[src/csim_pkg.sv]
`default_nettype none

package csim_pkg;

  localparam int ELEM_W  = 16;
  localparam int PROD_W  = 2 * ELEM_W;
  localparam int ACC_W   = 40;
  localparam int OUT_W   = 16;

  localparam logic signed [ACC_W-1:0] ACC_MAX = {1'b0, {(ACC_W-1){1'b1}}};
  localparam logic signed [ACC_W-1:0] ACC_MIN = {1'b1, {(ACC_W-1){1'b0}}};
  localparam logic signed [OUT_W-1:0] Q14_ONE = OUT_W'(16384);

  // Back end: 40x40 products built from four 20x20 partial products each.
  localparam int HALF_W    = ACC_W / 2;
  localparam int WIDE_PROD = 2 * ACC_W;
  localparam int MUL_STEPS = 8;
  localparam int STEP_W    = $clog2(MUL_STEPS + 1);

  // Quotient search: one bit per pass, bits up to and including 2^14.
  localparam int QBITS       = 15;
  localparam int BIT_W       = $clog2(QBITS);
  localparam int SEARCH_SHIFT = 2 * (QBITS - 1);
  localparam int RHS_SHIFT   = 28;
  localparam int WIDE_W      = 110;

  // Queue between front and back; depth must be a power of two.
  localparam int QUEUE_DEPTH = 2;
  localparam int QUEUE_AW    = $clog2(QUEUE_DEPTH);

  typedef struct packed {
    logic signed [ACC_W-1:0] dot;
    logic signed [ACC_W-1:0] norm_a;
    logic signed [ACC_W-1:0] norm_b;
  } norms_t;

  typedef enum logic [2:0] {
    BK_IDLE,
    BK_MUL,
    BK_INIT,
    BK_SUM,
    BK_TEST,
    BK_DONE
  } back_state_t;

endpackage

`default_nettype wire

[src/csim_front.sv]
`default_nettype none

module csim_front (
  input  logic                           clk,
  input  logic                           rst,
  input  logic                           in_valid,
  output logic                           in_ready,
  input  logic signed [csim_pkg::ELEM_W-1:0] a_element,
  input  logic signed [csim_pkg::ELEM_W-1:0] b_element,
  input  logic                           last,
  output logic                           push,
  output csim_pkg::norms_t               push_data,
  input  logic                           push_ready
);
  import csim_pkg::*;

  function automatic logic signed [ACC_W-1:0] sat_acc(
    input logic signed [ACC_W-1:0]  acc,
    input logic signed [PROD_W-1:0] p
  );
    logic signed [ACC_W:0] s;
    s = (ACC_W+1)'(acc) + (ACC_W+1)'(p);
    if (s[ACC_W] != s[ACC_W-1]) begin
      sat_acc = s[ACC_W] ? ACC_MIN : ACC_MAX;
    end else begin
      sat_acc = s[ACC_W-1:0];
    end
  endfunction

  logic                     s1_valid;
  logic                     s1_last;
  logic signed [PROD_W-1:0] s1_ab;
  logic signed [PROD_W-1:0] s1_aa;
  logic signed [PROD_W-1:0] s1_bb;

  logic signed [ACC_W-1:0]  dot_acc;
  logic signed [ACC_W-1:0]  norm_a_acc;
  logic signed [ACC_W-1:0]  norm_b_acc;

  logic signed [ACC_W-1:0]  dot_next;
  logic signed [ACC_W-1:0]  norm_a_next;
  logic signed [ACC_W-1:0]  norm_b_next;
  logic                     advance;

  // A last beat in the product stage waits for room in the queue.
  assign in_ready = !(s1_valid && s1_last && !push_ready);
  assign advance  = s1_valid && in_ready;

  assign dot_next    = sat_acc(dot_acc, s1_ab);
  assign norm_a_next = sat_acc(norm_a_acc, s1_aa);
  assign norm_b_next = sat_acc(norm_b_acc, s1_bb);

  assign push             = advance && s1_last;
  assign push_data.dot    = dot_next;
  assign push_data.norm_a = norm_a_next;
  assign push_data.norm_b = norm_b_next;

  always_ff @(posedge clk) begin
    if (rst) begin
      s1_valid <= 1'b0;
    end else if (in_ready) begin
      s1_valid <= in_valid;
    end
  end

  always_ff @(posedge clk) begin
    if (in_ready && in_valid) begin
      s1_last <= last;
      s1_ab   <= PROD_W'(a_element) * PROD_W'(b_element);
      s1_aa   <= PROD_W'(a_element) * PROD_W'(a_element);
      s1_bb   <= PROD_W'(b_element) * PROD_W'(b_element);
    end
  end

  always_ff @(posedge clk) begin
    if (rst) begin
      dot_acc    <= '0;
      norm_a_acc <= '0;
      norm_b_acc <= '0;
    end else if (advance) begin
      if (s1_last) begin
        dot_acc    <= '0;
        norm_a_acc <= '0;
        norm_b_acc <= '0;
      end else begin
        dot_acc    <= dot_next;
        norm_a_acc <= norm_a_next;
        norm_b_acc <= norm_b_next;
      end
    end
  end

endmodule

`default_nettype wire

[config.mk]
export PLATFORM = sky130hd
export DESIGN_NAME = csim_front
export DESIGN_NICKNAME = d
export VERILOG_FILES = /design/src/csim_pkg.sv /design/src/csim_front.sv
export SDC_FILE = /design/constraint.sdc
export NUM_CORES = 2
export LEC_CHECK = 0
export ABC_CLOCK_PERIOD_IN_PS = 17500
export BUFFER_PORTS_ARGS = -buffer_cell sky130_fd_sc_hd__buf_2
export CAP_MARGIN = 20
export CORE_MARGIN = 5
export CORE_UTILIZATION = 40
export CTS_CLUSTER_SIZE = 30
export DETAILED_ROUTE_END_ITERATION = 8
export GPL_TIMING_DRIVEN = 0
export REMOVE_ABC_BUFFERS = 1
export SYNTH_ARGS = -nofsm -noshare
export SYNTH_HDL_FRONTEND = slang
export SYNTH_SLANG_ARGS = --single-unit
[constraint.sdc]
create_clock -name clk -period 17.5 [get_ports clk]
set_input_delay 1.75 -clock clk [delete_from_list [all_inputs] [get_ports clk]]
set_output_delay 1.75 -clock clk [all_outputs]
set_load 0.02 [all_outputs]
==> results.tsv <==
stage	metric	value	unit
status	status	complete, no violations	
global_route	antenna_found_initial	12	
cells_and_area	finalNonFillerCells	6067	
critical_path	endpoint_kind	flip-flop	
cells_and_area	final_cell_mix	968 x inv_1, 732 x fa_1, 454 x nand2_1, 381 x ha_1, 226 x nor2_1	
logic_synthesis	synth_area	0.0423	mm2
cts	cts_sinks	216	
timing	final.setup.worst_slack	8.11	ns
logic_synthesis	synth-main-ff-cell	dfxtp_1	
min_path	hp-class	flip-flop to flip-flop	
cells_and_area	layout_commonest_cell	inv_1	
logic_synthesis	synth_edf_count	95	
cts	htree_num_levels	1	
timing	finClkSkew	0.0439	ns
die	die_height	335	um
cts	path_clk_slew	0.06	ns
run	max-cap-violations	0	
critical_path	crit_type	primary input to flip-flop	
cells_and_area	seqCellArea	0.00528	mm2
die	io_pins	159	
logic_synthesis	synthArstFlopShare	0	%
place	place_ws	7.60	ns
die	core	0.105	mm2
logic_synthesis	synth_area_leaders	fa_1 35%, ha_1 11%, inv_1 8.6%	
global_route	grt_max_degree	76	
timing	finalCritPeriodShare	53.6	%
routing	post-route-drc-count	0	
die	die_x	335	um
timing	tightestPinTransition	0.989	ns
logic_synthesis	syn_avg_cell_area	9.10	um2
cts	clock_latency	0.63	ns
place	dp_hpwl	79500	um
global_route	grt_pass1_vias	32700	
die	initial_core_util	40.2	%
cells_and_area	final_util	42.9	%
cells_and_area	layout-drive-gt1-share	6.98	%
cts	ctsRootBufferMaster	clkbuf_16	
logic_synthesis	synth_top_area_cell	fa_1	
cells_and_area	fin_nets	5801	
critical_path	path_delay_family	adder cells	
cts	cts-resized-gates	0	
critical_path	cp.buffers_inverters	5	
logic_synthesis	syn_inst	4644	
logic_synthesis	synth_cell_types	93	
routing	drt-vias-per-instance	5.16	
cts	cts_made_buffers	28	
die	rows	119	
critical_path	crit_slowest_cell	clkinv_1	
cts	post_cts_buffers	0	
place	placedCellCount	6012	
routing	drtIter0Drc	1779	
logic_synthesis	synth-seq-cells	216	
timing	finalHoldViolCount	0	
cells_and_area	synthToLayoutAreaGrowth	6.59	%
critical_path	required	17.79	ns
timing	fin_setup_tns	0	ns
critical_path	worstPathMaxFanout	21	
critical_path	crit_top_cell	fa_1	
timing	max_freq	107	MHz
cts	hold_buffers	0	
cells_and_area	multi_input_area	0.0324	mm2
routing	ant_nets	0	
timing	drv_slew	0	
timing	rsz0062_at_grt	false	
routing	dr.pass1.iters	7	
place	port_buffers	158	
routing	routedWlPerCell	16.9	um
routing	vias	31300	
critical_path	crit_arrival	9.68	ns
critical_path	slowest_delay	0.79	ns
global_route	grt_pass1_wl	172000	um
cts	cts.path.max_buffers	3	
timing	setup_viol	0	
cells_and_area	nFillCells	10500	
critical_path	crit_path_start_kind	primary input	
global_route	grt.overflow.total	0	
place	gp_congestion	0.873	
logic_synthesis	yosysWarnings	0	
critical_path	path_cells	buf_2 -> clkinv_1 -> nand2_1 -> fa_1 -> fa_1 -> inv_1 -> fa_1 -> fa_1 -> fa_1 -> inv_1 -> fa_1 -> inv_1 -> ha_1 -> and3_1 -> and2_1 -> a221oi_1 -> o31ai_1 -> a21oi_1 -> o21ai_0 -> and4_1 -> a211oi_1 -> a21oi_1 -> xnor2_1	
logic_synthesis	ys_seq_area_share	12.5	%
global_route	track_usage	18.7	%
routing	drt_wl_total	103000	um
cts	cts_tree	done	
logic_synthesis	yosys.area.top_type_share	34.7	%
timing	min_period	9.39	ns
die	die_area	0.112	mm2
timing	relSlewSlack	34.1	%
state kept, by name, indices dropped and copies added, names as in the netlist:
register	flops
dot_acc	40
s1_last	1
s1_ab	32
s1_bb	31
s1_aa	31
norm_a_acc	40
norm_b_acc	40
s1_valid	1
worst min-delay path: stages (launching register included):
cell and delay (ns):
dfxtp_1 0.33, nand2_1 0.06, o221ai_2 0.05
final timing paths:
path | start | endpoint | slack [ns] | cells past startpoint
max | a_element[0] | s1_ab[31]$_DFFE_PP_ | 8.11 | 23
min | norm_a_acc[25]$_SDFFE_PP0P_ | norm_a_acc[25]$_SDFFE_PP0P_ | 0.47 | 2
max reg2reg | dot_acc[0]$_SDFFE_PP0P_ | dot_acc[15]$_SDFFE_PP0P_ | 13.01 | 13
min reg2reg | norm_a_acc[25]$_SDFFE_PP0P_ | norm_a_acc[25]$_SDFFE_PP0P_ | 0.47 | 2
cells by family (layout without fill, tap and decap cells):
family / Yosys count / count (layout) / synth area share [%]
buffers and inverters: 1171 / 1199 / 11.0
xor gates and xnor gates: 230 / 230 / 4.77
and+or+nand+nor: 1078 / 1078 / 11.8
DFF: 216 / 216 / 12.5
adders and majority gates: 1113 / 1113 / 45.9
muxes: 4 / 4 / 0.101
other: 0 / 4 / 0
AOI/OAI and AO/OA: 832 / 832 / 13.9
cell usage after synthesis (all sizes together), types with 13 or more instances:
master  instances
nor2          228
o211ai         48
a31oi          23
fa            732
a21bo          26
o21a           30
o221ai         39
a221o          32
o21bai         32
buf            33
a31o           13
nand4          17
ha            381
nand3          43
a211oi         28
clkbuf        155
nand2b         34
and2          167
xnor2         169
nor2b          19
and3           31
a21oi         176
inv           970
xor2           61
dfxtp         121
edfxtp         95
nor3           40
o21ai         190
nand2         454
a21o          102
metrics by stage:
step | hold slack (ns) | instance area [um2]
after floorplan | 0.437 | 41300
after global placement | 0.445 | 43800
after detailed placement | 0.455 | 44100
after CTS | 0.470 | 45000
after global routing | 0.485 | 45100
final | 0.468 | 45100
metal layers:
metal / track usage [%] / wire (um)
met1: 26.7 / 48200
met4: 3.93 / 2240
met5: 0 / 41
met3: 2.52 / 5340
met2: 30.7 / 46800
layout make-up:
type / count / area share (%)
repair buffers: 170 / 2.29
inverters: 978 / 8.15
flip-flops and latches: 216 / 11.7
well taps: 1391 / 3.86
multi-input cells: 3257 / 71.9
clock inverters: 16 / 0.280
diodes: 4 / 0.0222
clock buffers: 35 / 1.78
Power is not shown: default switching activity piles up to over one toggle a cycle in this logic, so the estimate is an artifact.
