--- src/csim_pkg.sv ---
`default_nettype none

package csim_pkg;

  localparam int ELEM_W  = 16;
  localparam int PROD_W  = 2 * ELEM_W;
  localparam int ACC_W   = 40;
  localparam int OUT_W   = 16;

  localparam logic signed [ACC_W-1:0] ACC_MAX = {1'b0, {(ACC_W-1){1'b1}}};
  localparam logic signed [ACC_W-1:0] ACC_MIN = {1'b1, {(ACC_W-1){1'b0}}};
  localparam logic signed [OUT_W-1:0] Q14_ONE = OUT_W'(16384);

  // Back end: 40x40 products built from four 20x20 partial products each.
  localparam int HALF_W    = ACC_W / 2;
  localparam int WIDE_PROD = 2 * ACC_W;
  localparam int MUL_STEPS = 8;
  localparam int STEP_W    = $clog2(MUL_STEPS + 1);

  // Quotient search: one bit per pass, bits up to and including 2^14.
  localparam int QBITS       = 15;
  localparam int BIT_W       = $clog2(QBITS);
  localparam int SEARCH_SHIFT = 2 * (QBITS - 1);
  localparam int RHS_SHIFT   = 28;
  localparam int WIDE_W      = 110;

  // Queue between front and back; depth must be a power of two.
  localparam int QUEUE_DEPTH = 2;
  localparam int QUEUE_AW    = $clog2(QUEUE_DEPTH);

  typedef struct packed {
    logic signed [ACC_W-1:0] dot;
    logic signed [ACC_W-1:0] norm_a;
    logic signed [ACC_W-1:0] norm_b;
  } norms_t;

  typedef enum logic [2:0] {
    BK_IDLE,
    BK_MUL,
    BK_INIT,
    BK_SUM,
    BK_TEST,
    BK_DONE
  } back_state_t;

endpackage

`default_nettype wire

--- src/csim_queue.sv ---
`default_nettype none

module csim_queue (
  input  logic             clk,
  input  logic             rst,
  input  logic             push,
  input  csim_pkg::norms_t push_data,
  output logic             push_ready,
  input  logic             pop,
  output logic             pop_valid,
  output csim_pkg::norms_t pop_data
);
  import csim_pkg::*;

  norms_t              entries [QUEUE_DEPTH];
  logic [QUEUE_AW-1:0] wr_ptr;
  logic [QUEUE_AW-1:0] rd_ptr;
  logic [QUEUE_AW:0]   count;

  assign push_ready = count != (QUEUE_AW+1)'(QUEUE_DEPTH);
  assign pop_valid  = count != '0;
  assign pop_data   = entries[rd_ptr];

  always_ff @(posedge clk) begin
    if (rst) begin
      wr_ptr <= '0;
      rd_ptr <= '0;
      count  <= '0;
    end else begin
      if (push) begin
        wr_ptr <= wr_ptr + 1'b1;
      end
      if (pop) begin
        rd_ptr <= rd_ptr + 1'b1;
      end
      if (push && !pop) begin
        count <= count + 1'b1;
      end else if (pop && !push) begin
        count <= count - 1'b1;
      end
    end
  end

  always_ff @(posedge clk) begin
    if (push) begin
      entries[wr_ptr] <= push_data;
    end
  end

endmodule

`default_nettype wire

--- config.mk ---
export PLATFORM = sky130hd
export DESIGN_NAME = csim_queue
export DESIGN_NICKNAME = d
export VERILOG_FILES = /design/src/csim_pkg.sv /design/src/csim_queue.sv
export SDC_FILE = /design/constraint.sdc
export NUM_CORES = 1
export LEC_CHECK = 0
export ABC_AREA = 1
export BUFFER_PORTS_ARGS = -buffer_cell sky130_fd_sc_hd__buf_2
export CELL_PAD_IN_SITES_DETAIL_PLACEMENT = 1
export CELL_PAD_IN_SITES_GLOBAL_PLACEMENT = 1
export CORE_MARGIN = 2
export CORE_UTILIZATION = 49
export CTS_BUF_LIST = sky130_fd_sc_hd__clkbuf_8
export DETAILED_ROUTE_END_ITERATION = 10
export PLACE_DENSITY_LB_ADDON = 0.15
export SLEW_MARGIN = 30
export SYNTH_ARGS = -nofsm -noshare
export SYNTH_HDL_FRONTEND = slang
export SYNTH_SLANG_ARGS = --single-unit
--- constraint.sdc ---
create_clock -name clk -period 14.3 [get_ports clk]
set_input_delay 2.86 -clock clk [delete_from_list [all_inputs] [get_ports clk]]
set_output_delay 2.86 -clock clk [all_outputs]
set_load 0.01 [all_outputs]
==> results.toml <==
[final_layout]
share_of_post_route_cells_with_drive_strength_above_1 = 0.585
area_growth_pct = 23.8
fillCellCount = 1694
nNetsFinal = 809

[sta]
maxSlewViolCount = 0
setup_violations = 0
finalClockSkew_ns = 0.00839
setup-tns-final_ns = 0
fin_crit_sh = 0.397
worst_slew_margin_rel = 0.380
achievable-frequency_mhz = 176
tightest_slew_ns = 0.930
report.final.hold_viol_count = 0
unrepaired_setup_endpoints_after_global_routing = "no"
post-route-min-period_ns = 5.67

[place]
post-dp-hpwl_um = 12600
port_buffers = 245
place_congestion = 0.754

[floorplan]
ios = 246
die-height_um = 139
core_area_um2 = 17900
design.die.area_um2 = 19300
die_width_um = 139
starting_utilization_of_the_core_area = 0.498
placementRows = 49

[global_route]
pin_count_of_the_biggest_net_entering_global_routing = 70
grt_pass1_vias = 5303
grt_util_all_layers = 0.197
globalRoute.totalOverflow = 0
initial_antenna_violation_count = 5
grt_first_pass_wirelength_um = 29200

[worst_setup_path]
critPathBufInv = 2
cp_data_required_time_ns = 11.44
worst_setup_path_end_kind = "output port"
worstPathArrival_ns = 2.81
slowest_stage = "sky130_fd_sc_hd__buf_4"
critPathTopFamily = "buffers and inverters"
cp_max_fo = 69
ff2ff_path_depth = 3
startpoint_type = "flop"
cell_by_cell_trace_of_the_critical_path = "buf_4 > mux2_2 > buf_2"
worst_r2r_endpoint = "entries[0][91]"
r2r-start = "wr_ptr"
max_stage_delay_ns = 0.83
flop_to_flop_setup_slack_ns = 11.96
critical_path_class = "flop to output port"

[drt]
totalWireLength_um = 18800
detailedRoute.firstPassIterationCount = 4
route.detailed.vias_per_inst = 5.02
drt-wirelength-per-cell_um = 19.9
violation_count_after_the_first_detailed_route_iteration = 247
drcViolationCount = 0
antenna_violating_nets_post_route = 0
detailroute.via_count = 4736

[hold_path]
holdPathStages = 2
timing.hold.worst_endpoint = "rd_ptr"
worstHoldStart = "rd_ptr"
type_of_the_worst_min_delay_path = "flop to flop"

[clock_tree]
cts-root-buf = "sky130_fd_sc_hd__clkbuf_8"
cts_num_sinks = 245
clock_latency_late_sink_ns = 0.51
clock_path_buffers = 3
tritoncts_clock_tree = "built"
post_cts_resized = 0
cts_setup_buffers = 0
cts.reportedPaths.clkPinSlew_ns = 0.06
cts_made_buffers = 39
cts_max_level = 2
holdBufCountCts = 0

[power_and_ir_drop]
ir_drop_uv = 82.6
seqPwrFrac = 0.560
cell_internal_pwr_mw = 1.17
share_clk_of_total_power = 0.337
pnr_total_power_mw = 1.51
switching_power_uw = 345
power.share.combinational = 0.103
power.density_cell_area_nw_per_um2 = 137
switching_share = 0.228
static_leak_nw = 4.23

[synthesis]
mappedNetlistArea_um2 = 8920
synth_warnings = 0
synth-seq-cells = 245
synth-seq-area-share = 0.819
postSynthAreaPerCell_um2 = 22.0
synth.distinct_cells = 15
netlist_instances = 406
net_count_after_synthesis = 531

[flow_run]
timing.max_cap.violations = 0

[run_status]
run_status = "finished clean"
[through the flow]
| stage | hold WS, ns | cell area, µm² | util | std cells | setup WS, ns |
|---|---|---|---|---|---|
| 4_1_cts | 0.529 | 11000 | 0.615 | 938 | 8.57 |
| 3_3_place_gp | 0.494 | 10300 | 0.578 | 871 | 9.16 |
| 5_1_grt | 0.555 | 11000 | 0.617 | 941 | 8.46 |
| 6_report | 0.520 | 11000 | 0.617 | 943 | 8.63 |
| 2_1_floorplan | 0.480 | 8920 | - | 406 | 5.78 |
| 3_5_place_dp | 0.512 | 10300 | 0.578 | 871 | 9.14 |
[final cells by class]
| type | count | area, µm² | share of cell area |
|---|---|---|---|
| sequential | 245 | 7310 | 0.662 |
| multi-input combinational | 139 | 1450 | 0.131 |
| timing repair buffer | 250 | 1280 | 0.116 |
| clock buffer | 41 | 564 | 0.0511 |
| tap | 229 | 287 | 0.0259 |
| clock inverter | 26 | 98.8 | 0.00895 |
| inverter | 9 | 36.3 | 0.00329 |
| antenna | 4 | 10.0 | 0.000907 |
[worst max path at each step]
stage	endpoint	from	slack, ns	cells after the start
finish	pop_data[21]	flop	8.63	3
global placement	pop_data[21]	flop	9.16	3
global route	pop_data[21]	flop	8.46	3
detailed placement	pop_data[21]	flop	9.14	3
CTS	pop_data[21]	flop	8.57	3
floorplan	entries[0][0]	push	5.78	2
[synth_stat cells]
library cell               count  share of area
sky130_fd_sc_hd__nand2_1       7         0.0029
sky130_fd_sc_hd__dfxtp_1       5          0.011
sky130_fd_sc_hd__ha_1          1         0.0014
sky130_fd_sc_hd__a21oi_1       1        0.00056
sky130_fd_sc_hd__o21ai_0       1        0.00056
sky130_fd_sc_hd__nor3_1        1        0.00056
sky130_fd_sc_hd__xnor2_1       1        0.00098
sky130_fd_sc_hd__nor2_1        5         0.0021
sky130_fd_sc_hd__buf_2         2         0.0011
sky130_fd_sc_hd__inv_1         9         0.0038
sky130_fd_sc_hd__nand4_1       1        0.00070
sky130_fd_sc_hd__buf_6        11          0.014
sky130_fd_sc_hd__edfxtp_1    240           0.81
sky130_fd_sc_hd__mux2_2      120           0.15
sky130_fd_sc_hd__nand3_1       1        0.00056
[cell families after synthesis]
| logic type | count (synthesis) | share of synthesized area |
|---|---|---|
| AO/OA/AOI/OAI | 2 | 0.00112 |
| XOR/XNOR | 1 | 0.000982 |
| adder cells (fa/ha/maj) | 1 | 0.00140 |
| buffers and inverters | 22 | 0.0188 |
| flip-flops | 245 | 0.819 |
| multiplexers | 120 | 0.152 |
| AND/OR/NAND/NOR | 15 | 0.00687 |
[power groups by stage]
stage	clock, mW	combinational (mW)	sequential [mW]
6_report	0.509	0.156	0.847
5_1_grt	0.557	0.168	0.852
4_1_cts	0.529	0.158	0.849
3_5_place_dp	0	0.157	0.863
3_3_place_gp	0	0.153	0.860
2_1_floorplan	0	0.0952	0.858
[sequential cells by signal, summed over array words and instances (netlist names), named ones only]
register and count:
entries 240, count 2, rd_ptr 1, wr_ptr 1
[metal layers]
| metal | share of wire | GRT usage | vias to the layer above |
|---|---|---|---|
| li1 | - | - | 2167 |
| met2 | 0.53 | 0.340 | 203 |
| met4 | 0.021 | 0.0670 | 2 |
| met3 | 0.083 | 0.0684 | 34 |
| met1 | 0.37 | 0.230 | 2330 |
| met5 | 0.00069 | 0 | - |
[cell usage in the layout, fill, tap and decap left out]
| cell | netlist | final |
|---|---|---|
| sky130_fd_sc_hd__ha_1 | 1 | 1 |
| sky130_fd_sc_hd__xnor2_1 | 1 | 1 |
| sky130_fd_sc_hd__buf_2 | 2 | 245 |
| sky130_fd_sc_hd__buf_16 | 0 | 1 |
| sky130_fd_sc_hd__inv_4 | 0 | 1 |
| sky130_fd_sc_hd__dfxtp_4 | 0 | 1 |
| sky130_fd_sc_hd__mux2_2 | 120 | 120 |
| sky130_fd_sc_hd__nand2_1 | 7 | 7 |
| sky130_fd_sc_hd__buf_4 | 0 | 4 |
| sky130_fd_sc_hd__nand3_1 | 1 | 1 |
| sky130_fd_sc_hd__inv_1 | 9 | 26 |
| sky130_fd_sc_hd__dfxtp_1 | 5 | 4 |
| sky130_fd_sc_hd__diode_2 | 0 | 4 |
| sky130_fd_sc_hd__nor2_4 | 0 | 1 |
| sky130_fd_sc_hd__o21ai_0 | 1 | 1 |
| sky130_fd_sc_hd__a21oi_1 | 1 | 1 |
| sky130_fd_sc_hd__nand4_1 | 1 | 1 |
| sky130_fd_sc_hd__clkbuf_8 | 0 | 41 |
| sky130_fd_sc_hd__nor2_1 | 5 | 4 |
| sky130_fd_sc_hd__nor3_1 | 1 | 1 |
| sky130_fd_sc_hd__edfxtp_1 | 240 | 240 |
| sky130_fd_sc_hd__clkinv_2 | 0 | 1 |
| sky130_fd_sc_hd__clkinv_1 | 0 | 7 |
[tightest hold or removal path, stage by stage (launching register included)]
cell and delay (ns):
sky130_fd_sc_hd__dfxtp_1 0.33, sky130_fd_sc_hd__xnor2_1 0.09, sky130_fd_sc_hd__nor2_1 0.07
Power figures use the tool's default switching activity.
