### src/csim_pkg.sv
`default_nettype none

package csim_pkg;

  localparam int ELEM_W  = 16;
  localparam int PROD_W  = 2 * ELEM_W;
  localparam int ACC_W   = 40;
  localparam int OUT_W   = 16;

  localparam logic signed [ACC_W-1:0] ACC_MAX = {1'b0, {(ACC_W-1){1'b1}}};
  localparam logic signed [ACC_W-1:0] ACC_MIN = {1'b1, {(ACC_W-1){1'b0}}};
  localparam logic signed [OUT_W-1:0] Q14_ONE = OUT_W'(16384);

  // Back end: 40x40 products built from four 20x20 partial products each.
  localparam int HALF_W    = ACC_W / 2;
  localparam int WIDE_PROD = 2 * ACC_W;
  localparam int MUL_STEPS = 8;
  localparam int STEP_W    = $clog2(MUL_STEPS + 1);

  // Quotient search: one bit per pass, bits up to and including 2^14.
  localparam int QBITS       = 15;
  localparam int BIT_W       = $clog2(QBITS);
  localparam int SEARCH_SHIFT = 2 * (QBITS - 1);
  localparam int RHS_SHIFT   = 28;
  localparam int WIDE_W      = 110;

  // Queue between front and back; depth must be a power of two.
  localparam int QUEUE_DEPTH = 2;
  localparam int QUEUE_AW    = $clog2(QUEUE_DEPTH);

  typedef struct packed {
    logic signed [ACC_W-1:0] dot;
    logic signed [ACC_W-1:0] norm_a;
    logic signed [ACC_W-1:0] norm_b;
  } norms_t;

  typedef enum logic [2:0] {
    BK_IDLE,
    BK_MUL,
    BK_INIT,
    BK_SUM,
    BK_TEST,
    BK_DONE
  } back_state_t;

endpackage

`default_nettype wire

### src/csim_back.sv
`default_nettype none

module csim_back (
  input  logic                              clk,
  input  logic                              rst,
  input  logic                              job_valid,
  input  csim_pkg::norms_t                  job,
  output logic                              job_pop,
  output logic                              out_valid,
  input  logic                              out_ready,
  output logic signed [csim_pkg::OUT_W-1:0] similarity,
  output logic                              zero_norm
);
  import csim_pkg::*;

  back_state_t state, state_next;

  logic                    dot_neg;
  logic                    res_zero;
  logic [ACC_W-1:0]        mag;
  logic [ACC_W-1:0]        norm_a;
  logic [ACC_W-1:0]        norm_b;
  logic [STEP_W-1:0]       step;
  logic [2*HALF_W-1:0]     pp;
  logic [1:0]              pp_shift;
  logic                    pp_sq;
  logic                    pp_valid;
  logic [WIDE_PROD-1:0]    prod_p;
  logic [WIDE_PROD-1:0]    prod_m;
  logic [WIDE_W-1:0]       sq_t;
  logic [WIDE_W-1:0]       sh_u;
  logic [WIDE_W-1:0]       pk;
  logic [WIDE_W-1:0]       rhs;
  logic [WIDE_W-1:0]       part;
  logic [QBITS-1:0]        quot;
  logic [BIT_W-1:0]        bit_cnt;

  logic                    job_zero;
  logic                    out_free;
  logic                    finish;
  logic [ACC_W-1:0]        mul_x;
  logic [ACC_W-1:0]        mul_y;
  logic [HALF_W-1:0]       x_half;
  logic [HALF_W-1:0]       y_half;
  logic [WIDE_PROD-1:0]    pp_ext;
  logic [WIDE_PROD-1:0]    pp_aligned;
  logic [WIDE_W-1:0]       cand;
  logic                    fit;
  logic [WIDE_W-1:0]       u_add;
  logic signed [OUT_W-1:0] sim_mag;
  logic signed [OUT_W-1:0] sim_val;

  // A norm that is zero or negative forces a zero result.
  assign job_zero = job.norm_a[ACC_W-1] || (job.norm_a == '0) ||
                    job.norm_b[ACC_W-1] || (job.norm_b == '0);
  assign out_free = !out_valid || out_ready;

  // Partial product select: step[2] picks the pair, step[1:0] the halves.
  assign mul_x  = step[2] ? mag : norm_a;
  assign mul_y  = step[2] ? mag : norm_b;
  assign x_half = step[0] ? mul_x[ACC_W-1:HALF_W] : mul_x[HALF_W-1:0];
  assign y_half = step[1] ? mul_y[ACC_W-1:HALF_W] : mul_y[HALF_W-1:0];

  assign pp_ext = WIDE_PROD'(pp);
  always_comb begin
    unique case (pp_shift)
      2'd0:    pp_aligned = pp_ext;
      2'd1:    pp_aligned = pp_ext << HALF_W;
      2'd2:    pp_aligned = pp_ext << (2 * HALF_W);
      default: pp_aligned = '0;
    endcase
  end

  // Candidate (q + 2^k)^2 * P = q^2*P + q*P*2^(k+1) + P*2^(2k).
  assign cand  = part + pk;
  assign fit   = cand <= rhs;
  assign u_add = fit ? (sh_u + (pk << 1)) : sh_u;

  assign sim_mag = quot[QBITS-1] ? Q14_ONE : OUT_W'(quot);
  assign sim_val = res_zero ? '0 : (dot_neg ? -sim_mag : sim_mag);

  always_comb begin
    state_next = state;
    unique case (state)
      BK_IDLE: begin
        if (job_valid) begin
          state_next = job_zero ? BK_DONE : BK_MUL;
        end
      end
      BK_MUL: begin
        if (step == STEP_W'(MUL_STEPS)) begin
          state_next = BK_INIT;
        end
      end
      BK_INIT: state_next = BK_SUM;
      BK_SUM:  state_next = BK_TEST;
      BK_TEST: begin
        if (bit_cnt == '0) begin
          state_next = BK_DONE;
        end else begin
          state_next = BK_SUM;
        end
      end
      BK_DONE: begin
        if (out_free) begin
          state_next = BK_IDLE;
        end
      end
      default: state_next = BK_IDLE;
    endcase
  end

  always_comb begin
    job_pop = (state == BK_IDLE) && job_valid;
    finish  = (state == BK_DONE) && out_free;
  end

  always_ff @(posedge clk) begin
    if (rst) begin
      state <= BK_IDLE;
    end else begin
      state <= state_next;
    end
  end

  always_ff @(posedge clk) begin
    if (job_pop) begin
      dot_neg  <= job.dot[ACC_W-1];
      mag      <= job.dot[ACC_W-1] ? ACC_W'(-job.dot) : ACC_W'(job.dot);
      norm_a   <= ACC_W'(job.norm_a);
      norm_b   <= ACC_W'(job.norm_b);
      res_zero <= job_zero;
      step     <= '0;
      pp_valid <= 1'b0;
      prod_p   <= '0;
      prod_m   <= '0;
      quot     <= '0;
    end

    if (state == BK_MUL) begin
      if (step < STEP_W'(MUL_STEPS)) begin
        pp       <= x_half * y_half;
        pp_shift <= 2'(step[0]) + 2'(step[1]);
        pp_sq    <= step[2];
        pp_valid <= 1'b1;
      end else begin
        pp_valid <= 1'b0;
      end
      if (pp_valid) begin
        if (pp_sq) begin
          prod_m <= prod_m + pp_aligned;
        end else begin
          prod_p <= prod_p + pp_aligned;
        end
      end
      step <= step + 1'b1;
    end

    if (state == BK_INIT) begin
      pk      <= WIDE_W'({prod_p, {SEARCH_SHIFT{1'b0}}});
      rhs     <= WIDE_W'({prod_m, {RHS_SHIFT{1'b0}}});
      sq_t    <= '0;
      sh_u    <= '0;
      bit_cnt <= BIT_W'(QBITS - 1);
    end

    if (state == BK_SUM) begin
      part <= sq_t + sh_u;
    end

    if (state == BK_TEST) begin
      if (fit) begin
        sq_t <= cand;
      end
      sh_u    <= u_add >> 1;
      pk      <= pk >> 2;
      quot    <= {quot[QBITS-2:0], fit};
      bit_cnt <= bit_cnt - 1'b1;
    end
  end

  always_ff @(posedge clk) begin
    if (rst) begin
      out_valid <= 1'b0;
    end else if (finish) begin
      out_valid <= 1'b1;
    end else if (out_ready) begin
      out_valid <= 1'b0;
    end
  end

  // Hold the result beat until taken.
  always_ff @(posedge clk) begin
    if (finish) begin
      similarity <= sim_val;
      zero_norm  <= res_zero;
    end
  end

endmodule

`default_nettype wire

### config.mk
export PLATFORM = sky130hd
export DESIGN_NAME = csim_back
export DESIGN_NICKNAME = d
export VERILOG_FILES = /design/src/csim_pkg.sv /design/src/csim_back.sv
export SDC_FILE = /design/constraint.sdc
export NUM_CORES = 2
export LEC_CHECK = 0
export ABC_AREA = 1
export BUFFER_PORTS_ARGS = -buffer_cell sky130_fd_sc_hd__buf_2
export CAP_MARGIN = 10
export CELL_PAD_IN_SITES_DETAIL_PLACEMENT = 2
export CELL_PAD_IN_SITES_GLOBAL_PLACEMENT = 2
export CORE_ASPECT_RATIO = 1.2
export CORE_MARGIN = 4
export CORE_UTILIZATION = 35
export CTS_BUF_LIST = sky130_fd_sc_hd__clkbuf_16
export CTS_CLUSTER_SIZE = 20
export DETAILED_ROUTE_END_ITERATION = 8
export GPL_ROUTABILITY_DRIVEN = 0
export PLACE_DENSITY_LB_ADDON = 0.1
export RECOVER_POWER = 50
export SYNTH_ARGS = -nofsm -noshare
export SYNTH_HDL_FRONTEND = slang
export SYNTH_SLANG_ARGS = --single-unit
### constraint.sdc
create_clock -name clk -period 22.4 [get_ports clk]
set_input_delay 4.48 -clock clk [delete_from_list [all_inputs] [get_ports clk]]
set_output_delay 4.48 -clock clk [all_outputs]
set_load 0.05 [all_outputs]
==> flow_metrics.tcl <==
set metrics [dict create \
    outcome "finished, violations left" \
    violations "max-capacitance violations, max-slew violations" \
    fp.dieW_um 471 \
    grt_overflow_total 0 \
    syn_to_final_growth_pct 9.26 \
    hold_viol_final 0 \
    wirelength_um 538000 \
    hp-class "flop to flop" \
    vias 98000 \
    post_cts_buffers 0 \
    required_ns 22.76 \
    cap_violations 17 \
    io_pins 143 \
    cts_hold_buf 0 \
    path_clk_slew_ns 0.07 \
    max_slew_margin -1.67 \
    antenna_found_initial 52 \
    viasPerCell 5.80 \
    netlist_area_um2 90100 \
    fmax_ghz 0.0872 \
    fin_crit_ns 11.47 \
    fin_ws_ns 10.93 \
    htree_levels 3 \
    critPathLaunchType "flop" \
    initial_utilization 0.353 \
    grtUsageTotal 0.392 \
    finClkSkew_ns 0.111 \
    cts.sinks 887 \
    crit_arrival_ns 11.83 \
    grt_max_degree 142 \
    drive_gt1_frac 0.0340 \
    async_flop_share 0 \
    drc_errors 0 \
    dieArea_um2 266000 \
    drtAntennaViolNets 0 \
    final-seq-area_um2 23900 \
    fill_cells 31100 \
    ys_warn_count 0 \
    critical_path_class "flop to flop" \
    grt_pass1_wl_um 757000 \
    reg2reg_slack_ns 10.93 \
    final_cell_mix "nand2_1, inv_1, nor2_1" \
    cts_tree "done" \
    dp_hpwl_um 453000 \
    rows 203 \
    cts_buffer_depth 3 \
    syn_nets 14500 \
    cts_resized 0 \
    core_um2 256000 \
    final_common_cell "nand2_1" \
    cp_max_fo 59 \
    synth_cells 13300 \
    post_drt_wl_per_cell_um 31.8 \
    avgSynthCellArea_um2 6.78 \
    root_buffer "clkbuf_16" \
    cts_buffers 109 \
    synth_seq_cells 887 \
    grt_pass1_vias 105000 \
    fin_tns_setup_ns 0 \
    multiInputGateArea_um2 56400 \
    ys_seq_area_frac 0.265 \
    drt_iter0_markers 8418 \
    synth.distinct_cells 56 \
    setup_violations 0 \
    worst_pin_slew_ns 4.00 \
    rsz0062_at_grt "false" \
    pre_cts_ws_ns 12.91 \
    clkLatencyLatePin_ns 0.85 \
    fin_crit_sh 0.512 \
    synth-edff-count 613 \
    fp.dieH_um 564 \
    layout.nets 14600 \
    drt_pass1_iterations 6 \
    ys.flop_type "edfxtp_1" \
    port_buffers 142 \
    end_kind "flop" \
    slew_violations 727 \
]
state kept, by name, indices dropped and copies added, names as in the netlist, 2 cells and up:
| name | cells |
|---|---|
| norm_a | 40 |
| sq_t | 110 |
| prod_p | 80 |
| quot | 15 |
| bit_cnt | 4 |
| rhs | 80 |
| prod_m | 80 |
| step | 4 |
| part | 110 |
| state | 3 |
| pp_shift | 2 |
| sh_u | 109 |
| pk | 108 |
| pp | 40 |
| norm_b | 40 |
| mag | 40 |
| similarity | 16 |
final timing paths:
path / startpoint / to / cells after the start
worst max register to register: state[1] / pk[62] / 6
worst min-delay path: sq_t[108] / sq_t[108] / 2
worst max-delay path: state[1] / pk[62] / 6
worst min register to register: sq_t[108] / sq_t[108] / 2
through the flow:
step                hold WS [ns]  area, um2  utilization  instances
floorplan                  0.424      90100            -      13300
global placement           0.443      94800        0.371      16700
detailed placement         0.443      94800        0.371      16700
CTS                        0.453      98400        0.385      16900
global route               0.481      98400        0.385      16900
finish                     0.453      98400        0.385      16900
routing by layer:
metal  GRT usage  routed length (um)  vias to the layer above
li1            -                   -                    43100
met5           0                 243                        -
met3      0.0853               36700                     1618
met2       0.651              248000                     3678
met4       0.317               53400                       36
met1       0.434              199000                    49600
cell families after synthesis:
logic type,share of synthesized area
AND/OR/NAND/NOR,0.265
buffers and inverters,0.110
AO/OA/AOI/OAI,0.148
adder cells (fa/ha/maj),0.172
flip-flops,0.265
XOR/XNOR,0.0404
critical path, cell delays in order (launching register included):
cell and delay, ns:
dfxtp_1 0.38, inv_1 0.08, nor3_1 0.16, clkbuf_1 1.96
clkinvlp_2 3.15, nand2_1 2.65, clkbuf_1 2.30
Yosys cell counts (all sizes together), types with 73 or more instances:
cell type / n / area share
nand2: 2987 / 0.12
inv: 2334 / 0.097
nor2: 1899 / 0.079
a21oi: 1121 / 0.062
o21ai: 775 / 0.043
ha: 718 / 0.10
nand3: 667 / 0.037
edfxtp: 613 / 0.20
fa: 325 / 0.072
dfxtp: 274 / 0.061
xor2: 266 / 0.026
clkbuf: 184 / 0.0077
xnor2: 150 / 0.015
nor3: 131 / 0.0073
a31oi: 111 / 0.0077
o21bai: 104 / 0.0087
nand4: 98 / 0.0068
buf: 73 / 0.0040
final cells by class:
| cell class | instances | area share |
|---|---|---|
| Multi-Input combinational cell | 9800 | 0.573 |
| Sequential cell | 887 | 0.243 |
| Inverter | 2353 | 0.0898 |
| Tap cell | 3382 | 0.0430 |
| Clock buffer | 114 | 0.0290 |
| Timing Repair Buffer | 248 | 0.0146 |
| Clock inverter | 94 | 0.00750 |
| Antenna cell | 19 | 0.000483 |
Power is left out: the tool's default activity adds up to more than one toggle a clock period on the data nets, which glitch-free logic cannot reach.
